===== src/rtl/mvbf_pkg.sv =====
`timescale 1ns / 1ps
// ----------------------------------------------------------------------------
// mvbf_pkg
// Shared types and constants of the vertical-byte monochrome frame buffer.
// ----------------------------------------------------------------------------
package mvbf_pkg;

    // Field widths
    localparam int COORD_W     = 10;
    localparam int CMD_W       = 2;
    localparam int CFG_W       = 10;
    localparam int CFG_IDX_W   = 1;
    localparam int PAGE_W      = 8;   // (y + row) >> 3 for y + row up to 2046
    localparam int SUM_COORD_W = COORD_W + 1;
    localparam int PROD_W      = PAGE_W + CFG_W;
    localparam int FULL_ADDR_W = 20;  // holds any page * stride + column + offset

    // Queue depths on either side of the engine
    localparam int JOB_DEPTH = 2;
    localparam int RES_DEPTH = 2;

    // Register reset values
    localparam logic [CFG_W-1:0] STRIDE_RESET = 10'd128;
    localparam logic [CFG_W-1:0] OFFSET_RESET = 10'd0;

    // Command codes on the input port
    typedef enum logic [CMD_W-1:0] {
        CMD_SET  = 2'd0,
        CMD_GET  = 2'd1,
        CMD_FILL = 2'd2
    } cmd_t;

    // Register indexes on the configuration port
    typedef enum logic [CFG_IDX_W-1:0] {
        REG_ROW_STRIDE   = 1'b0,
        REG_START_OFFSET = 1'b1
    } cfg_reg_t;

    // Operation kind after classification in the front end
    typedef enum logic [1:0] {
        OP_NONE = 2'd0,
        OP_SET  = 2'd1,
        OP_GET  = 2'd2,
        OP_FILL = 2'd3
    } op_t;

    // One queued request for the engine
    typedef struct packed {
        op_t                op;
        logic [COORD_W-1:0] x;
        logic [COORD_W-1:0] y;
        logic [COORD_W-1:0] w;
        logic [COORD_W-1:0] h;
        logic               color;
    } job_t;

    // One result
    typedef struct packed {
        logic pixel;
        logic err;
    } result_t;

endpackage


===== src/rtl/mvbf_queue.sv =====
`timescale 1ns / 1ps
// ----------------------------------------------------------------------------
// mvbf_queue
// Small first-in first-out queue with full and empty flags.
// ----------------------------------------------------------------------------
module mvbf_queue #(
    parameter int WIDTH = 2,
    parameter int DEPTH = 2
) (
    input  logic             clk,
    input  logic             rst_n,
    input  logic             wr_en,
    input  logic [WIDTH-1:0] wr_data,
    output logic             full,
    input  logic             rd_en,
    output logic [WIDTH-1:0] rd_data,
    output logic             empty
);

    localparam int PTR_W = $clog2(DEPTH);
    localparam int CNT_W = $clog2(DEPTH + 1);
    localparam logic [PTR_W-1:0] PTR_LAST  = PTR_W'(DEPTH - 1);
    localparam logic [CNT_W-1:0] CNT_DEPTH = CNT_W'(DEPTH);

    logic [WIDTH-1:0] entry_reg [DEPTH];
    logic [PTR_W-1:0] wr_ptr_reg, wr_ptr_next;
    logic [PTR_W-1:0] rd_ptr_reg, rd_ptr_next;
    logic [CNT_W-1:0] count_reg, count_next;
    logic             do_wr, do_rd;

    assign full    = (count_reg == CNT_DEPTH);
    assign empty   = (count_reg == '0);
    assign rd_data = entry_reg[rd_ptr_reg];
    assign do_wr   = wr_en && !full;
    assign do_rd   = rd_en && !empty;

    // Advance pointers and occupancy
    always_comb
    begin
        wr_ptr_next = wr_ptr_reg;
        rd_ptr_next = rd_ptr_reg;
        count_next  = count_reg;
        if (do_wr)
        begin
            wr_ptr_next = (wr_ptr_reg == PTR_LAST) ? '0 : wr_ptr_reg + 1'b1;
        end
        if (do_rd)
        begin
            rd_ptr_next = (rd_ptr_reg == PTR_LAST) ? '0 : rd_ptr_reg + 1'b1;
        end
        if (do_wr && !do_rd)
        begin
            count_next = count_reg + 1'b1;
        end
        else if (do_rd && !do_wr)
        begin
            count_next = count_reg - 1'b1;
        end
    end

    always_ff @(posedge clk or negedge rst_n)
    begin
        if (!rst_n)
        begin
            wr_ptr_reg <= '0;
            rd_ptr_reg <= '0;
            count_reg  <= '0;
        end
        else
        begin
            wr_ptr_reg <= wr_ptr_next;
            rd_ptr_reg <= rd_ptr_next;
            count_reg  <= count_next;
        end
    end

    // Store the incoming request
    always_ff @(posedge clk)
    begin
        if (do_wr)
        begin
            entry_reg[wr_ptr_reg] <= wr_data;
        end
    end

`ifndef SYNTHESIS
    a_count_bound: assert property (@(posedge clk) disable iff (!rst_n)
        count_reg <= CNT_DEPTH)
        else $error("queue occupancy exceeds depth");
`endif

endmodule


===== src/rtl/mvbf_front.sv =====
`timescale 1ns / 1ps
// ----------------------------------------------------------------------------
// mvbf_front
// Accepts commands, classifies them and queues them for the engine.
// ----------------------------------------------------------------------------
module mvbf_front (
    input  logic                         clk,
    input  logic                         rst_n,
    input  logic                         push,
    output logic                         full,
    input  logic [mvbf_pkg::CMD_W-1:0]   command,
    input  logic [mvbf_pkg::COORD_W-1:0] pos_x,
    input  logic [mvbf_pkg::COORD_W-1:0] pos_y,
    input  logic [mvbf_pkg::COORD_W-1:0] rect_width,
    input  logic [mvbf_pkg::COORD_W-1:0] rect_height,
    input  logic                         color,
    input  logic                         clearing,
    output logic                         job_valid,
    input  logic                         job_pop,
    output mvbf_pkg::job_t               job
);

    mvbf_pkg::job_t                 job_in;
    logic                           q_full;
    logic                           q_empty;
    logic [$bits(mvbf_pkg::job_t)-1:0] q_rd_data;

    // Classify the command; an empty rectangle and an unused code do nothing
    always_comb
    begin
        job_in.x     = pos_x;
        job_in.y     = pos_y;
        job_in.w     = rect_width;
        job_in.h     = rect_height;
        job_in.color = color;
        case (mvbf_pkg::cmd_t'(command))
            mvbf_pkg::CMD_SET:  job_in.op = mvbf_pkg::OP_SET;
            mvbf_pkg::CMD_GET:  job_in.op = mvbf_pkg::OP_GET;
            mvbf_pkg::CMD_FILL:
            begin
                if (rect_width == '0 || rect_height == '0)
                begin
                    job_in.op = mvbf_pkg::OP_NONE;
                end
                else
                begin
                    job_in.op = mvbf_pkg::OP_FILL;
                end
            end
            default:            job_in.op = mvbf_pkg::OP_NONE;
        endcase
    end

    // Hold off requests while the frame memory is being cleared
    assign full      = q_full || clearing;
    assign job_valid = !q_empty;
    assign job       = mvbf_pkg::job_t'(q_rd_data);

    mvbf_queue #(
        .WIDTH ($bits(mvbf_pkg::job_t)),
        .DEPTH (mvbf_pkg::JOB_DEPTH)
    ) u_job_queue (
        .clk     (clk),
        .rst_n   (rst_n),
        .wr_en   (push && !full),
        .wr_data (job_in),
        .full    (q_full),
        .rd_en   (job_pop),
        .rd_data (q_rd_data),
        .empty   (q_empty)
    );

endmodule


===== config.mk =====
export PLATFORM = sky130hd
export DESIGN_NAME = mvbf_front
export DESIGN_NICKNAME = d
export VERILOG_FILES = /design/src/rtl/mvbf_pkg.sv /design/src/rtl/mvbf_queue.sv /design/src/rtl/mvbf_front.sv
export SDC_FILE = /design/constraint.sdc
export NUM_CORES = 1
export LEC_CHECK = 0
export BUFFER_PORTS_ARGS = -buffer_cell sky130_fd_sc_hd__buf_2
export CORE_MARGIN = 3
export CORE_UTILIZATION = 35
export DETAILED_ROUTE_END_ITERATION = 8
export GPL_TIMING_DRIVEN = 0
export PLACE_DENSITY = 0.64
export SYNTH_ARGS = -nofsm -noshare
export SYNTH_HDL_FRONTEND = slang
export SYNTH_HIERARCHICAL = 1
export SYNTH_SLANG_ARGS = --single-unit

===== constraint.sdc =====
create_clock -name clk -period 4.64 [get_ports clk]
set_input_delay 0.928 -clock clk [delete_from_list [all_inputs] [get_ports clk]]
set_output_delay 0.928 -clock clk [all_outputs]
set_load 0.1 [all_outputs]

## Word-level counts from Yosys, hierarchy flattened

Memories as Yosys holds them, arrays and structs flattened.
Cells that the tools add are included.

- $add $sub $neg: 4
- Equality and inequality tests: 3
- Muxes and demuxes: 8
- Reduce and logical (&&, ||, !) cells: 17

Operators with widths:

| cell | number |
|---|---|
| 10-bit logical NOT | 2 |
| 2-bit 2-to-1 mux | 3 |
| 2-bit one-hot mux with 3 select lines | 1 |
| 1-bit logical AND | 5 |
| 1-bit logical NOT | 5 |
| 2-bit equality test (second input constant) | 2 |
| 2-bit logical NOT | 2 |
| 1-bit 2-to-1 mux | 4 |
| 1-bit adder (second input constant) | 2 |
| 2-bit by 1-bit adder with 2-bit output (second input constant) | 1 |
| 2-bit by 1-bit equality test with 1-bit output (second input constant) | 1 |
| 1-bit logical OR | 2 |
| 2-bit nonzero test | 1 |
| 2-bit by 1-bit subtractor with 2-bit output (second input constant) | 1 |

- Register bits after elaboration: 4
- Memory bits (writable): 86
- Input bits: 48
- Memories: 1

Memories:

| memory | depth | width | rd ports | clocked after Yosys merged registers in | wr ports | line | source |
|---|---|---|---|---|---|---|---|
| u_job_queue.entry_reg | 2 | 43 | 1 | 0 | 1 | mvbf_queue.sv:25 | `logic [WIDTH-1:0] entry_reg [DEPTH];` |

## Logic depth before layout (Yosys ltp)

- Depth after elaboration: 9
- Gate-level depth with buffers: 10

## By module

Netlist, hierarchy kept.

Modules (own cells, without submodules):

| module | times used | cells each | area an instance (um2) |
|---|---|---|---|
| mvbf_queue | 1 | 153 | 3500.9 |
| mvbf_front | 1 | 15 | 122.6 |

## Worst setup path after synthesis

Ideal clock, no wire load.

- Kind: input to register
- From: input clearing
- To: memory u_job_queue/entry_reg[0][0] (netlist name), enable pin
- Data arrival time: 3.691 ns
- Required time: 4.197 ns
- Path slack: 0.505 ns
- Cell stages on the path: 4
- Cell sequence: or2_1 -> nor2_1 -> nand2_1 -> nor2_1

- Longest elaborated chain between the ends: 6

RTL lines:

| what | line | source |
|---|---|---|
| from (decl) | mvbf_front.sv:17 | `input logic clearing,` |
| 1-bit logical OR | mvbf_front.sv:55 | `assign full = q_full \|\| clearing;` |
| 1-bit logical NOT | mvbf_front.sv:65 | `.wr_en (push && !full),` |
| 1-bit logical AND | mvbf_front.sv:65 |  |
| 1-bit logical AND | mvbf_queue.sv:34 | `assign do_wr = wr_en && !full;` |
| 1-bit 2-to-1 mux | mvbf_queue.sv:80 | `if (do_wr)` |
| 1-bit 2-to-1 mux (not written as such) | mvbf_queue.sv:82 | `entry_reg[wr_ptr_reg] <= wr_data;` |
| to (decl) | mvbf_queue.sv:25 |  |

Every way passes these cells.

==> flow_metrics.py <==
metrics = {
    "cells_and_area": {
        "nNetsFinal": 322,
        "antenna_cells": 0,
        "largest_register_ffs": 86,
        "drive_above_1_share_pct": 57.6,
        "syn2layout_area_growth_pct": 23.1,
    },
    "synthesis": {
        "syn-cell-area_sq_mm": 0.00362,
        "ys_ff_latch": 90,
        "ys_seq_area_share_pct": 74.0,
        "synth_edf_count": 86,
        "synth_top_family_by_area": "multiplexers",
        "synth_area_leaders": "edfxtp_1, mux2_4, dfrtp_1, buf_12, mux2_2",
        "synthAdderAreaFrac_pct": 0.345,
        "synth_compound_area_share_pct": 0.138,
        "synthSimpleGateAreaFrac_pct": 3.69,
        "yosys-top-cells-count": "edfxtp_1, mux2_4",
        "synth_area_per_cell_sq_um": 21.6,
        "netlist.area_leader.share_pct": 71.3,
        "synth.most_common_cell": "edfxtp_1",
        "ys.flop_type": "edfxtp_1",
        "async_flop_share_pct": 4.44,
        "syn_inst": 168,
        "synth_xor_area_share_pct": 1.45,
        "syn-num-nets": 217,
        "synth_top_cell_by_area": "edfxtp_1",
        "ys_types": 22,
        "yosysWarnings": 6,
        "synthMuxAreaShare_pct": 17.4,
    },
    "clock_tree": {
        "clk_pin_slew_ns": 0.08,
        "insertion_delay_ns": 0.34,
        "cts_made_buffers": 9,
        "cts_buffer_depth": 2,
        "clock-sinks": 90,
        "ctsHoldBuffers": 0,
        "post_cts_buffers": 0,
        "cts_root_buf": "clkbuf_8",
        "cts_tree": "done",
        "cts_resized": 0,
        "htreeDepth": 3,
    },
    "worst_setup_path": {
        "startpoint_type": "register",
        "critPathMaxStageDelay_ns": 0.42,
        "critPathTopFamily": "buffers and inverters",
        "critPathMaxFanout": 10,
        "critPathBufInv": 3,
        "cp_slowest_cell": "buf_2",
        "cp.required_ns": 3.71,
        "worstPathArrival_ns": 1.66,
        "path_class": "register to output port",
        "crit_path_end_kind": "output port",
        "worstPathCellList": "buf_6, buf_12, mux2_4, buf_2",
    },
    "global_route": {
        "grt_start_max_net_pins": 25,
        "grt_pass1_vias": 2005,
        "grt_use_total_pct": 11.6,
        "antenna_found_initial": 0,
        "overflow": 0,
        "grt_pass1_wl_mm": 10.0,
    },
    "sta": {
        "setup_viol": 0,
        "hold_violations": 0,
        "skew_ns": 0.00615,
        "timing.fmax_ghz": 0.387,
        "rsz0062_at_grt": "false",
        "finalCritPeriodShare_pct": 55.7,
        "min_period_ns": 2.58,
        "holdWs_ns": 0.369,
        "worst_slew_pin_slew_ns": 0.649,
        "max_slew_margin_pct": 56.7,
        "slew_viol_final": 0,
    },
    "route": {
        "drc": 0,
        "num_vias": 1793,
        "antenna_left": 0,
        "routed_wl_mm": 6.11,
        "wl_per_cell_microns": 14.9,
        "drtIter0Drc": 58,
        "drtPass1Iterations": 3,
        "vias_per_cell": 4.36,
    },
    "placed_design": {
        "io_buffers": 92,
        "gp_congestion": 0.720,
        "hpwl_mm": 4.17,
    },
    "floorplanning": {
        "chipHeight_microns": 108,
        "start_util_pct": 36.6,
        "coreArea_sq_mm": 0.00991,
        "die_w_microns": 108,
        "fp.dieArea_sq_mm": 0.0116,
        "pin_count": 93,
        "rows": 36,
    },
    "outcome": {
        "status": "completed",
    },
    "flow_run": {
        "max-cap-violations": 0,
    },
    "min_path": {
        "hp-class": "primary input to async pin",
    },
}
-- final timing paths --
check | start | to | slack [ns] | depth (start not counted)
hold / removal | rst_n | u_job_queue/rd_ptr_reg | 0.37 | 1
hold reg to reg | u_job_queue/count_reg[1] | u_job_queue/count_reg[1] | 0.52 | 1
setup reg to reg | u_job_queue/count_reg[0] | u_job_queue/entry_reg[0][5] | 2.42 | 7
min in group clk | u_job_queue/count_reg[1] | u_job_queue/count_reg[1] | 0.52 | 1
setup / recovery | u_job_queue/rd_ptr_reg | job[19] | 2.06 | 4
max in group asynchronous | rst_n | u_job_queue/wr_ptr_reg | 4.15 | 1
-- per-stage QoR --
| step | util [%] | TNS (ns) | worst slack (ns) | area [sq um] | instances |
|---|---|---|---|---|---|
| after floorplan | - | 0 | 0.505 | 3620 | 168 |
| after global placement | 42.9 | -11.40 | -0.269 | 4250 | 393 |
| after detailed placement | 43.4 | 0 | 1.96 | 4300 | 395 |
| after CTS | 45.0 | 0 | 2.01 | 4460 | 411 |
| after global routing | 45.0 | 0 | 1.99 | 4460 | 411 |
| final | 45.0 | 0 | 2.06 | 4460 | 411 |
-- layout make-up --
| cell class | count | area, sq um |
|---|---|---|
| fillers | 902 | 5450 |
| multi-input cells | 69 | 843 |
| repair buffers | 94 | 500 |
| inverters | 4 | 15.0 |
| well taps | 133 | 166 |
| plain buffers | 5 | 91.3 |
| flip-flops and latches | 90 | 2680 |
| clock buffers | 16 | 160 |
-- kinds of logic after synthesis --
| logic type | Yosys count |
|---|---|
| simple gates | 18 |
| compound gates | 1 |
| buf+inv | 9 |
| flops | 90 |
| fa+ha+maj | 1 |
| xor+xnor | 6 |
| mux | 43 |
-- routing by layer --
metal / wire (microns) / GRT usage [%] / vias to the layer above
met1: 2490 / 13.2 / 869
met5: 0 / 0 / -
met3: 357 / 3.24 / 11
met2: 3120 / 19.4 / 57
li1: - / - / 856
met4: 149 / 6.49 / 0
-- worst reg2reg max path: stages (launching register included) --
cell and delay (ns):
dfrtp_1 0.43, nand2b_1 0.16, inv_1 0.04, or2_1 0.21, nor2_1 0.11, nand2_1 0.14, nor2_4 0.53, buf_12 0.27
-- cell usage in the layout (no fill, tap or decap), types with 2 or more instances in the layout --
cell,n
buf_2,92
nor2_1,3
inv_1,4
mux2_4,39
nor3_2,2
buf_12,6
clkbuf_1,6
dfrtp_1,4
edfxtp_1,86
xor2_1,2
xnor2_1,4
clkbuf_8,10
nor3_1,2
nor4b_2,2
mux2_2,4
Power is left out: the tool's default activity adds up to more than one toggle a clock period on the data nets, which glitch-free logic cannot reach.
