<file path="src/rtl/mvbf_queue.sv">
`timescale 1ns / 1ps
// ----------------------------------------------------------------------------
// mvbf_queue
// Small first-in first-out queue with full and empty flags.
// ----------------------------------------------------------------------------
module mvbf_queue #(
    parameter int WIDTH = 2,
    parameter int DEPTH = 2
) (
    input  logic             clk,
    input  logic             rst_n,
    input  logic             wr_en,
    input  logic [WIDTH-1:0] wr_data,
    output logic             full,
    input  logic             rd_en,
    output logic [WIDTH-1:0] rd_data,
    output logic             empty
);

    localparam int PTR_W = $clog2(DEPTH);
    localparam int CNT_W = $clog2(DEPTH + 1);
    localparam logic [PTR_W-1:0] PTR_LAST  = PTR_W'(DEPTH - 1);
    localparam logic [CNT_W-1:0] CNT_DEPTH = CNT_W'(DEPTH);

    logic [WIDTH-1:0] entry_reg [DEPTH];
    logic [PTR_W-1:0] wr_ptr_reg, wr_ptr_next;
    logic [PTR_W-1:0] rd_ptr_reg, rd_ptr_next;
    logic [CNT_W-1:0] count_reg, count_next;
    logic             do_wr, do_rd;

    assign full    = (count_reg == CNT_DEPTH);
    assign empty   = (count_reg == '0);
    assign rd_data = entry_reg[rd_ptr_reg];
    assign do_wr   = wr_en && !full;
    assign do_rd   = rd_en && !empty;

    // Advance pointers and occupancy
    always_comb
    begin
        wr_ptr_next = wr_ptr_reg;
        rd_ptr_next = rd_ptr_reg;
        count_next  = count_reg;
        if (do_wr)
        begin
            wr_ptr_next = (wr_ptr_reg == PTR_LAST) ? '0 : wr_ptr_reg + 1'b1;
        end
        if (do_rd)
        begin
            rd_ptr_next = (rd_ptr_reg == PTR_LAST) ? '0 : rd_ptr_reg + 1'b1;
        end
        if (do_wr && !do_rd)
        begin
            count_next = count_reg + 1'b1;
        end
        else if (do_rd && !do_wr)
        begin
            count_next = count_reg - 1'b1;
        end
    end

    always_ff @(posedge clk or negedge rst_n)
    begin
        if (!rst_n)
        begin
            wr_ptr_reg <= '0;
            rd_ptr_reg <= '0;
            count_reg  <= '0;
        end
        else
        begin
            wr_ptr_reg <= wr_ptr_next;
            rd_ptr_reg <= rd_ptr_next;
            count_reg  <= count_next;
        end
    end

    // Store the incoming request
    always_ff @(posedge clk)
    begin
        if (do_wr)
        begin
            entry_reg[wr_ptr_reg] <= wr_data;
        end
    end

`ifndef SYNTHESIS
    a_count_bound: assert property (@(posedge clk) disable iff (!rst_n)
        count_reg <= CNT_DEPTH)
        else $error("queue occupancy exceeds depth");
`endif

endmodule

</file>
<file path="config.mk">
export PLATFORM = sky130hd
export DESIGN_NAME = mvbf_queue
export DESIGN_NICKNAME = d
export VERILOG_FILES = /design/src/rtl/mvbf_queue.sv
export SDC_FILE = /design/constraint.sdc
export NUM_CORES = 1
export LEC_CHECK = 0
export ABC_AREA = 1
export ABC_CLOCK_PERIOD_IN_PS = 1800
export CAP_MARGIN = 20
export CORE_AREA = 10 10 47 49
export CTS_CLUSTER_SIZE = 40
export DETAILED_ROUTE_END_ITERATION = 6
export DIE_AREA = 0 0 57 59
export DONT_BUFFER_PORTS = 1
export HOLD_SLACK_MARGIN = 0.1
export PLACE_DENSITY_LB_ADDON = 0.12
export SETUP_SLACK_MARGIN = 0.4
export SKIP_CTS_REPAIR_TIMING = 1
export SYNTH_ARGS = -nofsm -noshare
export SYNTH_HDL_FRONTEND = slang
export SYNTH_SLANG_ARGS = --single-unit
</file>
<file path="constraint.sdc">
create_clock -name clk -period 1.8 [get_ports clk]
set_input_delay 0.27 -clock clk [delete_from_list [all_inputs] [get_ports clk]]
set_output_delay 0.27 -clock clk [all_outputs]
set_load 0.01 [all_outputs]
</file>
== After elaboration in Yosys (flattened, before gate mapping) ==
Memories as Yosys holds them, arrays and structs flattened.
Index checks and enable logic that the tools add are counted.

* Logic and storage cells: 25
* Latch bits: 0
* Memories: 1
* Bits in writable memories: 4
* Flip-flop bits (word level): 4
* Output and inout port bits: 4
* Bits in read-only memories: 0

{| class="wikitable"
|+ Memories
! memory !! words !! bits a word !! read ports !! clocked after memory_dff !! wr ports !! RTL line !! source
|-
| entry_reg || 2 || 2 || 1 || 0 || 1 || 25 || <nowiki>logic [WIDTH-1:0] entry_reg [DEPTH];</nowiki>
|}

* Bitwise gates (word level): 0
* Equal/unequal tests: 1
* Magnitude comparators: 0
* Divide/modulo/power cells: 0
* Shifts and indexed selects: 0
* $add $sub $neg: 4
* Multiplexer cells: 6
* Multipliers: 0
* Reduce and logical (&&, ||, !) cells: 10

{| class="wikitable"
|+ Operators by type and width
! kind !! number
|-
| logical AND 1 bit || 4
|-
| logical NOT 1 bit || 4
|-
| two-way mux 1 bit || 4
|-
| two-way mux 2 bit || 2
|-
| adder 1 bit, second input constant || 2
|-
| adder 2 x 1 -> 2 bit, second input constant || 1
|-
| == test 2 bit, second input constant || 1
|-
| logical NOT 2 bit || 1
|-
| nonzero test 2 bit || 1
|-
| subtractor 2 x 1 -> 2 bit, second input constant || 1
|}

== Depth between registers and ports, before layout ==
Gate-level depths: netlist of the first run.

* Depth after elaboration: 7
* Mapped depth: 9
* Mapped depth without buffers: 9

== Worst setup path after synthesis of the first run ==
No wires, ideal clock.

* Path kind: register to register
* Start: register count_reg[0]
* End: register count_reg[1]
* Data arrival time: 1.213 ns
* Setup time: 0.117 ns
* Data required time: 1.683 ns
* Path slack: 0.470 ns
* Stages on the path, launching flop included: 8
* Cells stage by stage: dfrtp_1 nor2_2 nor2_2 ha_1 inv_1 nand3_1 nand2_1 nand2_1

* Cells in the longest elaborated chain, start to end: 6

{| class="wikitable"
|+ RTL lines
! element !! RTL line !! source
|-
| start, declared || 28 || <nowiki>logic [CNT_W-1:0] count_reg, count_next;</nowiki>
|-
| start signal, assigned || 73 || <nowiki>count_reg <= count_next;</nowiki>
|-
| == test 2 bit * || 31 || <nowiki>assign full = (count_reg == CNT_DEPTH);</nowiki>
|-
| net full || 14 || <nowiki>output logic full,</nowiki>
|-
| logical NOT 1 bit * || 34 || <nowiki>assign do_wr = wr_en && !full;</nowiki>
|-
| logical AND 1 bit * || 34 ||
|-
| net do_wr || 29 || <nowiki>logic do_wr, do_rd;</nowiki>
|-
| logical NOT 1 bit || 55 || <nowiki>else if (do_rd && !do_wr)</nowiki>
|-
| logical AND 1 bit || 55 ||
|-
| nonzero test 2 bit (no line) || -- ||
|}

The timed path passes the listed nets; every way through them passes the cells marked *. The select of a mux whose other input is x is not followed.
A chain may end at the register's enable or synchronous reset.

== Final worst setup path of the first run ==
* Start: register count_reg[0]
* End: register count_reg[1]

* Cells in the longest elaborated chain, start to end: 6

{| class="wikitable"
|+ RTL lines
! element !! RTL line
|-
| == test 2 bit / logical NOT 2 bit (equally long branches) || 31, 32
|-
| logical NOT 1 bit (on tied branches) || 34, 35
|-
| logical AND 1 bit (on tied branches) || 34, 35
|-
| logical NOT 1 bit (on tied branches) || 55, 51
|-
| logical AND 1 bit (on tied branches) || 55, 51
|-
| nonzero test 2 bit (no line) / two-way mux 2 bit (equally long branches) || --
|}

Several ways; a longest one is shown, not always the timed one. The select of a mux whose other input is x is not followed.

==> results of run 1 <==
routing by layer:
metal	part of all wire [%]	track usage, %	wire (um)
met2	41	5.581	295
met1	43	5.072	309
met3	15	4.936	110
met4	1.1	3.020	8
met5	0	0	0
synth_stat cells:
library cell / instances
nor2_1: 2
inv_1: 8
o21ai_0: 2
edfxtp_1: 4
ha_1: 1
nor2_2: 2
nand4_1: 1
nand3b_1: 1
nand2_1: 15
xnor2_1: 1
dfrtp_1: 4
nand3_1: 1
worst max path at each step:
stage	from	endpoint	slack (ps)	cells past startpoint
6_report	count_reg[0]	count_reg[1]	530	6
5_1_grt	count_reg[1]	count_reg[1]	400	8
4_1_cts	count_reg[0]	count_reg[1]	340	7
3_5_place_dp	count_reg[0]	count_reg[1]	350	7
3_3_place_gp	count_reg[0]	count_reg[1]	360	7
2_1_floorplan	count_reg[0]	count_reg[1]	470	7
cell families after synthesis:
logic type,Yosys count,share of synthesized area (%)
and+or+nand+nor,22,25.25
buffers and inverters,8,7.974
DFF,8,58.47
AOI/OAI and AO/OA,2,2.658
xor gates and xnor gates,1,2.326
adders and majority gates,1,3.322
through the flow:
| stage | cell area [sq um] | hold slack (ps) |
|---|---|---|
| floorplan | 376.6 | -25.59 |
| global placement | 396.6 | -25.37 |
| detailed placement | 396.6 | -25.40 |
| CTS | 419.2 | -300.0 |
| global route | 476.7 | 151.6 |
| finish | 476.7 | 158.6 |
report_power, final:
| group | switching [uW] | internal, uW |
|---|---|---|
| clock | 60.7 | 76.3 |
| combinational | 184 | 121 |
| sequential | 67.2 | 267 |
| total | 312 | 465 |
worst max-delay path, stage by stage, from the launching register on:
cell	delay, ps
dfrtp_2	470
o21ai_2	230
ha_4	240
inv_2	50
nand3_1	70
nand2_1	60
nand2_1	40
layout make-up:
cell class	count	area share [%]
timing repair buffer	3	6.299
sequential	8	46.46
inverter	8	6.299
multi-input combinational	26	32.02
tap	16	4.199
clock buffer	3	4.724
==> results.yml, run 1 <==
placement:
  gp_congestion: 0.7137
  pre_cts_ws_ps: 351.5
  dp.cells: 58
  io_buffers: 0
  dp_hpwl_um: 560
final_layout:
  multi_input_area_sq_um: 152.6
  drive_above_1_share_pct: 20.83
  mostFrequentLayoutCell: "nand2_1"
  final_cell_mix: "15 x nand2_1, 6 x inv_1, 4 x edfxtp_1"
  fillers: 149
  area_growth_pct: 26.58
  largest_reg_flops: 4
  antenna_cells: 0
  nNetsFinal: 57
  seq_area_sq_um: 221.5
  layoutNonFillerInstCount: 64
  final_core_util_pct: 34.02
critical_path:
  r2r_cells: 6
  crit_required_ps: 1950
  cp-start-kind: "register"
  worstSetupPathType: "register to register"
  cp-end-kind: "register"
  critPathMaxFanout: 7
  r2r_start: "count_reg[0]"
  crit_arrival_ps: 1410
  ff2ff_setup_slack_ps: 530
  r2r-end: "count_reg[1]"
sta:
  skew_ps: 0.7796
  grt_setup_unrepaired: "no"
  finalCriticalPeriod_ps: 1268
  fin_crit_sh_pct: 70.42
  hold_viol: 0
  finalSetupViolCount: 0
  fin_ws_ps: 532.4
  slew_headroom_pct: 82.31
  slew_viol_final: 0
  tightest_slew_ps: 264.4
  setup_tns_ps: 0
  fmax_mhz: 788.9
global_route:
  grt_usage_pct: 4.783
  grt_overflow_total: 0
  grt_max_degree: 8
  antenna_found_initial: 0
  grt_pass1_wl_um: 1159
  grt_pass1_vias: 238
logic_synthesis:
  post-synth-top-area-cell: "edfxtp_1"
  syn_area_sq_um: 376.6
  syn_avg_cell_area_sq_um: 8.967
  synthDistinctLibCells: 12
  synthesis.instances: 42
  seq_area_frac_synth_pct: 58.47
  synth_area_leaders: "edfxtp_1 32%, dfrtp_1 27%, nand2_1 15%"
  ys_seq_elements: 8
  syn-num-nets: 49
  synth_top_area_share_pct: 31.89
  yosysWarnings: 0
detailed_routing:
  num_vias: 271
  vias_per_cell: 4.234
  final_antenna_net_count: 0
  first_pass_iters: 2
  remaining_drc_errors: 0
  wirelength_um: 723
  wl_per_cell_um: 11.30
  drt_iter0_drc: 2
power:
  p_per_area_nw_per_um2: 1630
  peakVddDrop_mv: 0.5776
  totalPowerFinal_uw: 777.2
  leakage_uw: 0.0002213
clocking:
  htreeDepth: 1
  clockRootBuffer: "clkbuf_4"
  clock_sinks: 8
  cts_tree: "yes"
  cts.clk_slew.worst_paths_ps: 50
  clkLatencyLatePin_ps: 250
  cts_buffers: 3
  clockBufferDepth: 2
floorplan:
  rows: 14
  start_util_pct: 26.87
  die_width_um: 57
  die_h_um: 59
  die-area_sq_um: 3363
  ios: 10
  core_sq_um: 1401
worst_hold_path:
  hold_start: "rd_en"
  hold_end: "rd_ptr_reg"
  min-delay-path-class: "input port to register"
  holdPathStages: 2
job:
  cap_violations: 0
outcome:
  outcome: "complete, no violations"
Power figures use the tool's default switching activity.
==> inputs of run 2 (changes only) <==
--- a/config.mk
+++ b/config.mk
@@ -6,7 +6,7 @@
 export NUM_CORES = 1
 export LEC_CHECK = 0
 export ABC_AREA = 1
-export ABC_CLOCK_PERIOD_IN_PS = 1800
+export ABC_CLOCK_PERIOD_IN_PS = 1100
 export CAP_MARGIN = 20
 export CORE_AREA = 10 10 47 49
 export CTS_CLUSTER_SIZE = 40
==> constraint.sdc (replaced) <==
create_clock -name clk -period 1.1 [get_ports clk]
set_input_delay 0.165 -clock clk [delete_from_list [all_inputs] [get_ports clk]]
set_output_delay 0.165 -clock clk [all_outputs]
set_load 0.01 [all_outputs]
==> run 2 against run 1 <==
The run now ends with negative setup slack left. Critical path type unchanged. Sequential power increased by 67%. Global-route usage up 0.75 points. Highest routed layer unchanged. Cell count increased by 17%. First-iteration DRC count did not move. Non-clock buffer count rose by 10.
==> results.yml, run 2 (synthesized netlist as in run 1, its figures left out) <==
global_route:
  grt_overflow_total: 0
  grt_usage_pct: 5.529
  grt_max_degree: 6
  grt_pass1_vias: 311
  grt_pass1_wl_um: 1380
  antenna_found_initial: 0
detailed_routing:
  top_layer: "met4"
  first_pass_iters: 3
  wl_per_cell_um: 11.63
  vias_per_cell: 4.280
  remaining_drc_errors: 0
  drt-met1-wl_um: 351
  wl_met3_um: 99
  wirelength_um: 872
  drt_iter0_drc: 2
  wl_met2_um: 403
  final_antenna_net_count: 0
  num_vias: 321
power:
  p_comb_share_pct: 51.9
  p_switching_uw: 658.7
  p_int_uw: 1011
  totalPowerFinal_uw: 1669
  p_sw_share_pct: 39.46
  peakVddDrop_mv: 1.000
  power_frac_seq_pct: 33.3
  p_per_area_nw_per_um2: 2756
  clkPwrFrac_pct: 14.7
  leakage_uw: 0.0002785
clocking:
  clkLatencyLatePin_ps: 260
  cts_buffers: 3
  cts_tree: "yes"
  htreeDepth: 1
  clockBufferDepth: 2
  clock_sinks: 8
  clockRootBuffer: "clkbuf_4"
  cts.clk_slew.worst_paths_ps: 60
sta:
  tightest_slew_ps: 226.5
  slew_viol_final: 0
  fmax_mhz: 805.1
  fin_crit_sh_pct: 112.9
  hold_viol: 0
  finalCriticalPeriod_ps: 1242
  grt_setup_unrepaired: "yes"
  setup_tns_ps: -770.7
  slew_headroom_pct: 84.85
  fin_ws_ps: -142.0
  skew_ps: 10.19
  finalSetupViolCount: 8
final_layout:
  antenna_cells: 0
  final_cell_area_sq_um: 605.6
  final_cell_mix: "9 x nand2_1, 7 x buf_4, 5 x nand2_2"
  mostFrequentLayoutCell: "nand2_1"
  area_growth_pct: 60.80
  largest_reg_flops: 4
  drive_above_1_share_pct: 52.54
  layoutNonFillerInstCount: 75
  nNetsFinal: 67
job:
  cap_violations: 0
outcome:
  violations: "negative setup slack"
  outcome: "complete, but fails checks"
floorplan:
  ios: 10
  die_h_um: 59
  rows: 14
  die_width_um: 57
  die-area_sq_um: 3363
  start_util_pct: 26.87
  core_sq_um: 1401
critical_path:
  crit_arrival_ps: 1380
  critPathMaxFanout: 4
  worstSetupPathType: "register to register"
  ff2ff_setup_slack_ps: -140
  crit_required_ps: 1240
  cp-end-kind: "register"
  cp-start-kind: "register"
worst_hold_path:
  min-delay-path-class: "input port to register"
placement:
  gp_congestion: 0.7428
  place_area_sq_um: 460.4
  dp.cells: 65
  dp_hpwl_um: 679.1
  pre_cts_ws_ps: -206.2
  io_buffers: 0
==> run 2: cell types whose count changed in the layout (fill, tap and decap cells not counted), sizes merged <==
cell,previous run,this run
buf,0,9
clkbuf,3,4
dlygate4sd3,3,4
==> run 2: per-stage QoR <==
step	hold WS, ps	utilization [%]
finish	92.10	43.21
global route	98.41	43.21
CTS	-416.2	34.73
detailed placement	-130.3	32.86
global placement	-130.3	32.86
floorplan	-130.6	-
==> run 2: path summary, 6_finish.rpt <==
kind                       depth (start not counted)    startpoint           end
setup / recovery                                   6  count_reg[0]  count_reg[1]
hold / removal                                     3         wr_en    wr_ptr_reg
setup reg to reg                                   6  count_reg[0]  count_reg[1]
hold reg to reg                                    2    wr_ptr_reg    wr_ptr_reg
max in group asynchronous                          1         rst_n  count_reg[1]
min in group asynchronous                          1         rst_n    wr_ptr_reg
==> run 2: power by group through the flow <==
| stage | Clock (uW) | Sequential, uW | Combinational, uW |
|---|---|---|---|
| floorplan | 0 | 527 | 398 |
| global placement | 0 | 532 | 622 |
| detailed placement | 0 | 536 | 640 |
| CTS | 259 | 530 | 645 |
| global route | 281 | 574 | 961 |
| finish | 246 | 557 | 867 |
==> run 2: worst max-delay path, cell delays in order, from the launching register on <==
cell and delay [ps]:
dfrtp_2 460, o21ai_4 210, ha_4 230, inv_2 60, nand3_2 60, nand2_1 50
nand2_1 40
==> run 2: per-layer routing <==
layer	up-vias	global-route usage [%]
met5	-	0
met4	0	4.027
met3	2	4.936
met2	10	7.287
met1	145	5.455
li1	164	-
==> run 2: layout make-up <==
| type | instances | area [sq um] |
|---|---|---|
| clock buffers | 4 | 26.28 |
| flip-flops and latches | 8 | 222.7 |
| repair buffers | 13 | 115.1 |
| well taps | 16 | 20.02 |
| fillers | 140 | 795.8 |
| multi-input cells | 26 | 191.4 |
| inverters | 8 | 30.03 |
